===== src/sv/rfbw_pkg.sv =====
// ----------------------------------------------------------------------------
// rfbw_pkg
// Shared constants, codes and controller/datapath interface types for the
// rotated 1bpp framebuffer box writer.
// ----------------------------------------------------------------------------
package rfbw_pkg;

    // Panel geometry and store layout (MSB-first, row after row)
    localparam int PANEL_WIDTH  = 800;
    localparam int PANEL_HEIGHT = 480;
    localparam int ROW_BYTES    = (PANEL_WIDTH + 7) / 8;
    localparam int STORE_BYTES  = ROW_BYTES * PANEL_HEIGHT;
    localparam int ADDR_W       = $clog2(STORE_BYTES);

    // Coordinate widths: logical side never exceeds the larger panel side
    localparam int LOG_MAX = (PANEL_WIDTH > PANEL_HEIGHT) ? PANEL_WIDTH : PANEL_HEIGHT;
    localparam int CW      = $clog2(LOG_MAX);
    // Signed width that holds every raw box bound before clamping
    localparam int SW      = 14;

    // Request modes
    localparam logic [1:0] MODE_PIXEL = 2'd0;
    localparam logic [1:0] MODE_BOX   = 2'd1;
    localparam logic [1:0] MODE_READ  = 2'd2;

    // Orientation codes
    localparam logic [1:0] ORIENT_PORTRAIT     = 2'd0;
    localparam logic [1:0] ORIENT_LANDSCAPE_CW = 2'd1;
    localparam logic [1:0] ORIENT_PORTRAIT_INV = 2'd2;
    localparam logic [1:0] ORIENT_LANDSCAPE_CC = 2'd3;

    // Border rectangles of an outlined box
    localparam logic [1:0] RECT_TOP    = 2'd0;
    localparam logic [1:0] RECT_BOTTOM = 2'd1;
    localparam logic [1:0] RECT_LEFT   = 2'd2;
    localparam logic [1:0] RECT_RIGHT  = 2'd3;

    typedef logic [CW-1:0]     t_coord;
    typedef logic [ADDR_W-1:0] t_addr;

    // Controller to datapath commands
    typedef struct packed {
        logic       load;    // latch request fields
        logic       setup;   // compute clamped bounds of the current rectangle
        logic [1:0] rect;    // rectangle being set up
        logic       run;     // walk the rectangle, one pixel per cycle
        logic       clear;   // write white at the clear pointer
        logic       finish;  // load the result register
    } t_cmd;

    // Datapath to controller status
    typedef struct packed {
        logic empty;     // current rectangle is clipped away entirely
        logic gen_last;  // pixel walker is on the last pixel
        logic busy;      // read-modify-write pipeline holds pixels
        logic clr_done;  // clear pointer at the last byte
    } t_sts;

endpackage


===== src/sv/rfbw_ctrl.sv =====
// ----------------------------------------------------------------------------
// rfbw_ctrl
// Sequencer for the box writer: clearing pass, request intake, rectangle
// sequencing, pipeline drain and result handoff.
// ----------------------------------------------------------------------------
module rfbw_ctrl import rfbw_pkg::*; (
    input  logic        i_clk,
    input  logic        i_rst_n,
    input  logic        i_in_valid,
    output logic        o_in_stall,
    output logic        o_out_valid,
    input  logic        i_out_stall,
    input  logic [1:0]  i_mode,
    input  logic        i_fill,
    input  logic [10:0] i_box_width,
    input  logic [10:0] i_box_height,
    output t_cmd        o_cmd,
    input  t_sts        i_sts
);

    localparam logic [2:0] S_CLEAR  = 3'd0;
    localparam logic [2:0] S_IDLE   = 3'd1;
    localparam logic [2:0] S_SETUP  = 3'd2;
    localparam logic [2:0] S_RUN    = 3'd3;
    localparam logic [2:0] S_DRAIN  = 3'd4;
    localparam logic [2:0] S_READ   = 3'd5;
    localparam logic [2:0] S_FINISH = 3'd6;

    logic [2:0] r_state, n_state;
    logic [1:0] r_rect, n_rect;
    logic [1:0] r_mode, n_mode;
    logic       r_fill, n_fill;
    logic       r_out_valid, n_out_valid;

    // Next-state and command decode
    always_comb begin
        n_state     = r_state;
        n_rect      = r_rect;
        n_mode      = r_mode;
        n_fill      = r_fill;
        n_out_valid = r_out_valid && i_out_stall;
        o_cmd       = '0;
        o_cmd.rect  = r_rect;
        case (r_state)
            S_CLEAR: begin
                o_cmd.clear = 1'b1;
                if (i_sts.clr_done) begin
                    n_state = S_IDLE;
                end
            end
            S_IDLE: begin
                if (i_in_valid) begin
                    o_cmd.load = 1'b1;
                    n_mode     = i_mode;
                    n_fill     = i_fill;
                    n_rect     = RECT_TOP;
                    case (i_mode)
                        MODE_PIXEL: n_state = S_SETUP;
                        MODE_BOX: begin
                            if (i_box_width == '0 || i_box_height == '0) begin
                                n_state = S_FINISH;
                            end else begin
                                n_state = S_SETUP;
                            end
                        end
                        MODE_READ: n_state = S_READ;
                        default:   n_state = S_FINISH;
                    endcase
                end
            end
            S_SETUP: begin
                o_cmd.setup = 1'b1;
                n_state     = S_RUN;
            end
            S_RUN: begin
                o_cmd.run = 1'b1;
                if (i_sts.empty || i_sts.gen_last) begin
                    if (r_mode == MODE_BOX && !r_fill && r_rect != RECT_RIGHT) begin
                        n_rect  = r_rect + 2'd1;
                        n_state = S_SETUP;
                    end else begin
                        n_state = S_DRAIN;
                    end
                end
            end
            S_DRAIN: begin
                if (!i_sts.busy) begin
                    n_state = S_FINISH;
                end
            end
            S_READ: begin
                n_state = S_FINISH;
            end
            S_FINISH: begin
                if (!r_out_valid || !i_out_stall) begin
                    o_cmd.finish = 1'b1;
                    n_out_valid  = 1'b1;
                    n_state      = S_IDLE;
                end
            end
            default: begin
                n_state = S_IDLE;
            end
        endcase
    end

    // Control registers
    always_ff @(posedge i_clk) begin
        if (!i_rst_n) begin
            r_state     <= S_CLEAR;
            r_rect      <= RECT_TOP;
            r_mode      <= MODE_PIXEL;
            r_fill      <= 1'b0;
            r_out_valid <= 1'b0;
        end else begin
            r_state     <= n_state;
            r_rect      <= n_rect;
            r_mode      <= n_mode;
            r_fill      <= n_fill;
            r_out_valid <= n_out_valid;
        end
    end

    assign o_in_stall  = (r_state != S_IDLE);
    assign o_out_valid = r_out_valid;

endmodule


===== config.mk =====
export PLATFORM = sky130hd
export DESIGN_NAME = rfbw_ctrl
export DESIGN_NICKNAME = d
export VERILOG_FILES = /design/src/sv/rfbw_pkg.sv /design/src/sv/rfbw_ctrl.sv
export SDC_FILE = /design/constraint.sdc
export NUM_CORES = 1
export LEC_CHECK = 0
export BUFFER_PORTS_ARGS = -buffer_cell sky130_fd_sc_hd__buf_2
export CORE_UTILIZATION = 36
export CTS_CLUSTER_SIZE = 25
export DETAILED_ROUTE_END_ITERATION = 7
export GPL_ROUTABILITY_DRIVEN = 0
export PLACE_DENSITY_LB_ADDON = 0.25
export REMOVE_ABC_BUFFERS = 1
export SLEW_MARGIN = 10
export SYNTH_ARGS = -nofsm -noshare
export SYNTH_HDL_FRONTEND = slang
export SYNTH_SLANG_ARGS = --single-unit

===== constraint.sdc =====
create_clock -name i_clk -period 1.6 [get_ports i_clk]
set_input_delay 0.4 -clock i_clk [delete_from_list [all_inputs] [get_ports i_clk]]
set_output_delay 0.4 -clock i_clk [all_outputs]
set_load 0.03 [all_outputs]

Word level (Yosys, flattened, before mapping)
Index checks and enable logic that the tools add are counted.

Logic and storage cells: 62. Register bits after elaboration: 9. Bits of input ports: 33.

Equal/unequal tests: 17. Reductions and logical operators: 17. Muxes and demuxes: 22. Add/sub/neg operators: 1.

Operators by type and width (number): $logic_not A11 Y1 (2); $mux W3 (7); $pmux W3 S7 (1); $ne A2 B2 Y1 const B (7); $eq A3 B3 Y1 const B (3); $mux W1 (9); $pmux W3 S3 (1); $eq A3 B2 Y1 const B (2); $mux W2 (3); $reduce_and A5 Y1 (1); $eq A2 B1 Y1 const B (2); $pmux W2 S2 (1); $reduce_and A4 Y1 (1); $eq A3 B1 Y1 const B (1); $logic_and A1 B1 Y1 (3); $logic_not A1 Y1 (3); $logic_not A3 Y1 (1); $logic_or A1 B1 Y1 (3); $ne A3 B1 Y1 const B (1); $add A2 B1 Y2 const B (1); $eq A2 B2 Y1 const B (1); $logic_not A2 Y1 (1); $reduce_and A2 Y1 (1); $reduce_bool A2 Y1 (1).

Depth between registers and ports, before layout
Gate-level depths: netlist of the first run.

Depth after elaboration: 6. Depth in mapped cells: 6. Depth with buffers taken out: 5.

Worst setup path after synthesis of the first run
No wires, ideal clock.

Path kind: register -> register. Start point: register r_rect[0]. End point: register r_rect[1]. Buffers on the path: 0. Arrival time: 1.798 ns. Setup time: 0.070 ns. Slack: -0.268 ns. Stages on the path, launching flop included: 6. Path through: dfxtp_1 -> ha_1 -> or4b_4 -> a2111oi_4 -> nand3_1 -> a21boi_1.

Longest elaborated chain between the ends: 4. Elaborated cells on any way between the ends: 8.

RTL lines: from (decl) (RTL line rfbw_ctrl.sv:30) `logic [1:0] r_rect, n_rect;`; from (signal assigned) (RTL line rfbw_ctrl.sv:117) `r_rect <= n_rect;`; $add A2 B1 Y2 / $ne A2 B2 Y1 (equally long branches) (RTL line rfbw_ctrl.sv:79, rfbw_ctrl.sv:78); $mux W2 / $logic_and A1 B1 Y1 (equally long branches) (RTL line rfbw_ctrl.sv:78) `if (r_mode == MODE_BOX && !r_fill && r_rect != RECT_RIGHT) begin`; $mux W2 / $ne A2 B2 Y1 (equally long branches); $pmux W2 S2 / $reduce_and A4 Y1 (equally long branches).

Several ways; a longest one is shown, not always the timed one. The select of a mux whose other input is x is not followed. A chain may end at the register's enable or synchronous reset.

Final worst setup path of the first run
Start point: register r_rect[1]. End point: register r_rect[1].

The elaborated chain is that of the path after synthesis.

==> summary.md, run 1 <==
| Metric | Value |
|---|---|
| Run status | `complete, but fails checks` |
| Violated checks | `design-rule violations, negative setup slack` |
| Area of the multi-input gates | `437 µm²` |
| Post-CTS Hold Fix Bufs | `0` |
| Metal1 wirelength | `732 µm` |
| Total number of yosys warnings | `0` |
| Post-synthesis sequential area ratio | `0.288` |
| Endpoint class of the critical path | `register` |
| Root Driver | `clkbuf_4` |
| Synth Cell Area | `626 µm²` |
| Detail Route Antenna Nets | `0` |
| Num ports | `42` |
| I/O Buffers | `41` |
| Post-Synthesis Cells | `74` |
| Worst hold start | `i_fill` |
| Total grt overflow | `0` |
| Worst slew margin | `0.780` |
| Syn Area/Cell | `8.45 µm²` |
| # DRC | `2` |
| Sequential Power Share | `0.238` |
| R2R setup slack | `-0.15 ns` |
| Num CTS Buffers | `3` |
| Hold Vio Cnt, Final | `0` |
| Sw frac | `0.438` |
| Final core occ | `0.644` |
| Leakage dissipation | `0.457 nW` |
| Clock latency on the worst-skew pair | `0.28 ns` |
| Ys async rst share | `0` |
| Tightest Hold Check Type | `in2reg` |
| Sequential standard cell area | `186 µm²` |
| HPWL after DPL | `1.32 mm` |
| Max Clk Rate | `0.571 GHz` |
| Worst path bufs/invs | `0` |
| Vias in the first global route | `636` |
| Share of post-route cells with drive strength above 1 | `0.558` |
| Startpoint types | `register` |
| Vias per cell | `5.43` |
| Drt total wl | `1.79 mm` |
| Number of synthesized flops with an enable pin | `0` |
| Top sig layer | `met4` |
| TNS Setup | `-0.501 ns` |
| Max-slew violations | `0` |
| Fillers | `132` |
| Synth cell types | `32` |
| DR WL met3 | `138 µm` |
| R2r endpoint | `r_rect[1]$_SDFFE_PN0P_` |
| Tmin final | `1.75 ns` |
| Clock transition at path regs | `0.06 ns` |
| Worst path top cell family by delay | `simple AND/OR/NAND/NOR gates` |
| Post-route cell area | `1000 µm²` |
| Diodes inserted | `0` |
| CTS tree | `built` |
| Pin count of the biggest net entering global routing | `13` |
| Maximum root-to-sink buffer count | `2` |
| CP Class | `reg2reg` |
| Max-Cap Viols | `0` |
| Drt initial violations | `25` |
| 1st-pass router iterations | `6` |
| Via count | `788` |
| Crit-path cells | `ha_2 -> or4b_4 -> a2111oi_4 -> nand3_1 -> a21boi_1` |
| Core ar. | `1560 µm²` |
| Clk sinks | `9` |
| VDD IR-drop max | `0.821 mV` |
| Logic pwr share | `0.639` |
| Yosys reg bits | `9` |
| RR Startpoint | `r_rect[1]$_SDFFE_PN0P_` |
| WHS Path Cells | `3` |
| First-pass GRT wire length | `2.64 mm` |
| Synth-to-Final Area Change | `60.4%` |
| CP max stage delay | `0.55 ns` |
| Die height | `43.7 µm` |
| Clock power share | `0.123` |
| Die Area | `1910 µm²` |
| Min-Delay Endpoint | `r_fill$_SDFFE_PN0P_` |
| Cell Pwr Density | `1510 nW/µm²` |
| Initial antenna violation count | `0` |
| Most used DFF post-synth | `dfxtp_1` |
| Rows | `14` |
| Placed Area | `915 µm²` |
| Crit-path max FO | `4` |
| Final WS setup | `-0.151 ns` |
| Final Cycle Share | `1.09` |
| Worst reg-to-reg path cell count | `5` |
| RSZ-0062 raised after global routing | `true` |
| Effective utilization at floorplan | `0.401` |
| Final setup viols | `4` |
| Total track usage | `0.197` |
| Net Sw Power | `0.000665 W` |
| Die width | `43.7 µm` |
| Final nets | `164` |
| Slowest stage cell, crit path | `or4b_4` |
| Metal2 WL | `863 µm` |
| WL/cell | `12.3 µm` |
| Worst EP required | `1.80 ns` |
| CP arrival | `1.95 ns` |
| Number of H-tree levels | `1` |
| Clock Skew | `0.00582 ns` |
| Int Power | `0.000853 W` |
| Worst slew pin tran | `0.330 ns` |
-- layer usage --
metal,vias up,GRT usage
li1,395,-
met1,340,0.224
met2,48,0.313
met3,5,0.0500
met4,0,0.150
met5,-,0
-- cell usage after synthesis (2+ instances only) --
library cell  instances  area [µm²]
nor4_1                4        25.0
nor2b_1               4        25.0
dfxtp_1               9         180
nor3_1                2        10.0
nor4b_1               2        17.5
nand3_1               5        25.0
nor3b_1               2        15.0
and3_1                2        12.5
o21ai_0               2        10.0
a21boi_1              2        15.0
nand2_1               3        11.3
mux2i_1               3        30.0
nand3b_1              2        15.0
buf_2                 3        15.0
nor2_1                3        11.3
nand2b_1              6        37.5
a21oi_1               5        25.0
-- sequential cells by signal, summed over array words and instances (netlist names) --
name,cells
r_state,3
o_out_valid,1
r_rect,2
r_fill,1
r_mode,2
-- metrics by stage --
step | total power, W | cells | setup WS (ns) | hold slack [ns]
after global routing | 0.00160 | 145 | -0.236 | 0.394
after floorplan | 0.000862 | 70 | -0.268 | 0.474
after detailed placement | 0.00117 | 138 | -0.191 | 0.495
final | 0.00152 | 145 | -0.151 | 0.385
after global placement | 0.00116 | 138 | -0.0904 | 0.484
after CTS | 0.00143 | 143 | -0.148 | 0.385
-- area by class of cell --
| type | count | share of cell area |
|---|---|---|
| Clock buffer | 4 | 0.0262 |
| Inverter | 1 | 0.00374 |
| Multi-Input combinational cell | 60 | 0.435 |
| Sequential cell | 9 | 0.186 |
| Tap cell | 16 | 0.0200 |
| Timing Repair Buffer | 55 | 0.329 |
-- power by group through the flow --
stage          registers, W  clock network [W]  logic (W)
2_1_floorplan      0.000361                  0   0.000501
6_report           0.000361           0.000187   0.000971
3_5_place_dp       0.000349                  0   0.000823
5_1_grt            0.000367           0.000208    0.00103
3_3_place_gp       0.000350                  0   0.000806
4_1_cts            0.000355           0.000189   0.000885
-- cell usage in the layout (no fill, tap or decap), types with 2 or more instances in the layout --
| master | instances |
|---|---|
| nor3b_1 | 2 |
| nand2b_1 | 6 |
| buf_6 | 2 |
| nor2b_1 | 3 |
| buf_2 | 36 |
| mux2i_1 | 3 |
| nand3_1 | 4 |
| nor2_1 | 3 |
| nor3_1 | 2 |
| dfxtp_1 | 4 |
| dfxtp_2 | 5 |
| nor4_1 | 4 |
| clkbuf_4 | 3 |
| a21oi_1 | 4 |
| nor4b_1 | 2 |
| nand3b_1 | 2 |
| and3_1 | 2 |
| a21boi_1 | 2 |
| buf_4 | 17 |
| nand2_1 | 3 |
-- tightest hold or removal path, stage by stage --
cell and delay [ns]:
buf_2 0.07, mux2i_1 0.05, nor2b_1 0.09
-- repair_timing --
| action | CTS | global route |
|---|---|---|
| pin swaps | 11 | 2 |
| hold endpoints to repair | 0 | 0 |
| resized for setup | 16 | 2 |
| gates cloned | 0 | 0 |
| endpoints found under the setup margin | 10 | 9 |
| buffers inserted | 1 | 2 |
-- worst max path at each step --
stage	slack, ns	endpoint	cells after the start	start
2_1_floorplan	-0.27	r_rect[1]$_SDFFE_PN0P_	5	r_rect[0]$_SDFFE_PN0P_
6_report	-0.15	r_rect[1]$_SDFFE_PN0P_	5	r_rect[1]$_SDFFE_PN0P_
5_1_grt	-0.24	r_rect[0]$_SDFFE_PN0P_	5	r_rect[1]$_SDFFE_PN0P_
3_5_place_dp	-0.19	r_rect[0]$_SDFFE_PN0P_	5	r_rect[0]$_SDFFE_PN0P_
4_1_cts	-0.15	r_rect[0]$_SDFFE_PN0P_	5	r_rect[1]$_SDFFE_PN0P_
3_3_place_gp	-0.09	r_rect[1]$_SDFFE_PN0P_	5	r_rect[0]$_SDFFE_PN0P_
-- cells by family after synthesis --
group           Yosys count  synth area share
mux                       3            0.0480
simple gates             37             0.360
fa+ha+maj                 1            0.0200
buf+inv                   5            0.0360
compound gates           19             0.248
flops                     9             0.288
(Power assumes the default switching activity.)
==> run 2: changes to the inputs <==
--- a/config.mk
+++ b/config.mk
@@ -5,10 +5,11 @@
 export SDC_FILE = /design/constraint.sdc
 export NUM_CORES = 1
 export LEC_CHECK = 0
-export BUFFER_PORTS_ARGS = -buffer_cell sky130_fd_sc_hd__buf_2
-export CORE_UTILIZATION = 36
+export CORE_AREA = 2 2 39 41
 export CTS_CLUSTER_SIZE = 25
 export DETAILED_ROUTE_END_ITERATION = 7
+export DIE_AREA = 0 0 41 43
+export DONT_BUFFER_PORTS = 1
 export GPL_ROUTABILITY_DRIVEN = 0
 export PLACE_DENSITY_LB_ADDON = 0.25
 export REMOVE_ABC_BUFFERS = 1
==> run 2 against run 1 <==
Compared with the run above:
- the run ends with negative setup slack left
- critical path depth unchanged
- design area shrank 18%
- sequential cell count did not move
- die area fell by 7.6%
- register-to-register slack improved by 0.08 ns
- first-iteration DRC count down 72%
- via count shrank 19%
- sequential share of layout area up 4.4 points
==> summary.md, run 2 (synthesis results as in run 1) <==
| Metric | Value |
|---|---|
| Vias in the first global route | `615 (-3.3%)` |
| RSZ-0062 raised after global routing | `true` |
| Core ar. | `1380 µm² (-11%)` |
| Pre-CTS WS | `-0.149 ns (+0.0425 ns)` |
| R2R setup slack | `-0.07 ns (+0.08 ns)` |
| Max-Cap Viols | `0 (unchanged)` |
| CTS tree | `built` |
| Clock latency on the worst-skew pair | `0.26 ns (-0.02 ns)` |
| # DRC | `0 (-2)` |
| Total grt overflow | `0 (unchanged)` |
| I/O Buffers | `0 (-100%)` |
| Root Driver | `clkbuf_4` |
| Final WS setup | `-0.0741 ns (+0.0770 ns)` |
| First-pass GRT wire length | `2.40 mm (-8.9%)` |
| Num CTS Buffers | `3 (unchanged)` |
| Worst reg-to-reg path cell count | `5 (unchanged)` |
| Startpoint types | `register` |
| Tightest Hold Check Type | `in2reg` |
| Synth-to-Final Area Change | `30.8%` |
| Clock transition at path regs | `0.07 ns (about the same)` |
| TNS Setup | `-0.222 ns (+0.279 ns)` |
| Top Registers | `r_state (3), r_mode (2), r_rect (2)` |
| Vias per cell | `6.06 (+11%)` |
| Number of flip-flops in the largest register | `3 (unchanged)` |
| RR Startpoint | `r_rect[0]$_SDFFE_PN0P_` |
| Worst EP required | `1.75 ns (-0.05 ns)` |
| Cell Pwr Density | `1730 nW/µm² (+14%)` |
| Clk sinks | `9 (unchanged)` |
| Number of H-tree levels | `1 (unchanged)` |
| WHS | `0.260 ns (-0.126 ns)` |
| Maximum root-to-sink buffer count | `2 (unchanged)` |
| Die Area | `1760 µm² (-7.6%)` |
| Num ports | `42 (unchanged)` |
| Max Clk Rate | `0.597 GHz (+4.6%)` |
| Rows | `14 (unchanged)` |
| Final setup viols | `4 (unchanged)` |
| Commonest non-fill, non-tap cells in the layout | `buf_4 (11), nand2b_1 (6), dfxtp_1 (5)` |
| R2r endpoint | `r_rect[0]$_SDFFE_PN0P_` |
| HPWL after DPL | `1.20 mm (-9.1%)` |
| Max-slew violations | `0 (unchanged)` |
| Total track usage | `0.199 (+0.00151)` |
| Die height | `43 µm (-1.6%)` |
| WL/cell | `14.7 µm (+20%)` |
| Worst slew margin | `0.789 (+0.00929)` |
| Hold Vio Cnt, Final | `0 (unchanged)` |
| Share of post-route cells with drive strength above 1 | `0.393 (-0.165)` |
| VDD IR-drop max | `1.24 mV (+51%)` |
| Final Cycle Share | `1.05 (-0.0481)` |
| Crit-path max FO | `4 (unchanged)` |
| Endpoint class of the critical path | `register` |
| Violated checks | `negative setup slack` |
| Diodes inserted | `0 (unchanged)` |
| CP Class | `reg2reg` |
| Run status | `complete, but fails checks` |
| Clock Skew | `0.00259 ns (-0.00323 ns)` |
| CP arrival | `1.82 ns (-0.13 ns)` |
| Via count | `636 (-19%)` |
| Drt initial violations | `7 (-72%)` |
| Largest Register | `r_state` |
| Most common cell after layout, fill and taps aside | `buf_4` |
| Die width | `41 µm (-6.1%)` |
| Pin count of the biggest net entering global routing | `11 (-2)` |
| Final nets | `124 (-24%)` |
| Post-CTS Hold Fix Bufs | `0 (unchanged)` |
| Tmin final | `1.67 ns (-0.0770 ns)` |
| WHS Path Cells | `1 (-2)` |
| Effective utilization at floorplan | `0.452 (+0.0508)` |
| 1st-pass router iterations | `4 (-2)` |
| Worst slew pin tran | `0.316 ns (-0.0139 ns)` |
| Detail Route Antenna Nets | `0 (unchanged)` |
| Worst hold start | `i_rst_n` |
| Initial antenna violation count | `0 (unchanged)` |
| Leakage dissipation | `0.290 nW (-36%)` |
| Drt total wl | `1.55 mm (-13%)` |
| Min-Delay Endpoint | `r_state[1]$_SDFFE_PN0P_` |
[run 2: how the worst max path moves through the flow]
stage,from,slack [ns],end
after detailed placement,r_rect[0]$_SDFFE_PN0P_,-0.15,r_rect[0]$_SDFFE_PN0P_
after global placement,r_rect[0]$_SDFFE_PN0P_,-0.11,r_rect[1]$_SDFFE_PN0P_
after CTS,r_rect[0]$_SDFFE_PN0P_,-0.09,r_rect[0]$_SDFFE_PN0P_
after global routing,r_rect[0]$_SDFFE_PN0P_,-0.17,r_rect[1]$_SDFFE_PN0P_
final,r_rect[0]$_SDFFE_PN0P_,-0.07,r_rect[0]$_SDFFE_PN0P_
after floorplan,r_rect[0]$_SDFFE_PN0P_,-0.27,r_rect[1]$_SDFFE_PN0P_
[run 2: through the flow]
stage / total power, W / util / cells / area (µm²)
final: 0.00142 / 0.591 / 105 / 818
after global routing: 0.00151 / 0.591 / 105 / 818
after CTS: 0.00136 / 0.571 / 104 / 790
after detailed placement: 0.00112 / 0.529 / 100 / 732
after global placement: 0.00111 / 0.529 / 100 / 732
after floorplan: 0.000862 / - / 70 / 607
[run 2: timing repair]
action / CTS / global route
setup endpoints to repair: 9 / 8
cloned: 0 / 1
gates resized for setup: 13 / 7
setup buffers: 0 / 0
pin swaps: 9 / 4
[run 2: routing by layer]
metal / share of wire / wire length [µm] / global-route usage / vias to the layer above
met3: 0.063 / 97 / 0.0785 / 0
met4: 0 / 0 / 0.0933 / 0
met5: 0 / 0 / 0 / -
li1: - / - / - / 316
met1: 0.41 / 639 / 0.248 / 300
met2: 0.52 / 810 / 0.288 / 20
[run 2: critical path, cell delays in order (launching register included)]
cell and delay, ns:
dfxtp_2 0.32, ha_2 0.17, or4b_4 0.51, a2111oi_4 0.36, nand2b_1 0.15, a21boi_1 0.06
[run 2: cell type report]
cell class | instances | area [µm²]
clock buffers | 4 | 26.3
fillers | 134 | 566
inverters | 1 | 3.75
multi-input cells | 60 | 459
flip-flops and latches | 9 | 188
well taps | 16 | 20.0
repair buffers | 15 | 121
[run 2: power breakdown]
group,switching (W),internal [W],leakage (nW)
clock network,0.0000856,0.0000960,0.0150
registers,0.0000732,0.000286,0.0751
logic,0.000476,0.000400,0.200
total,0.000634,0.000781,0.290
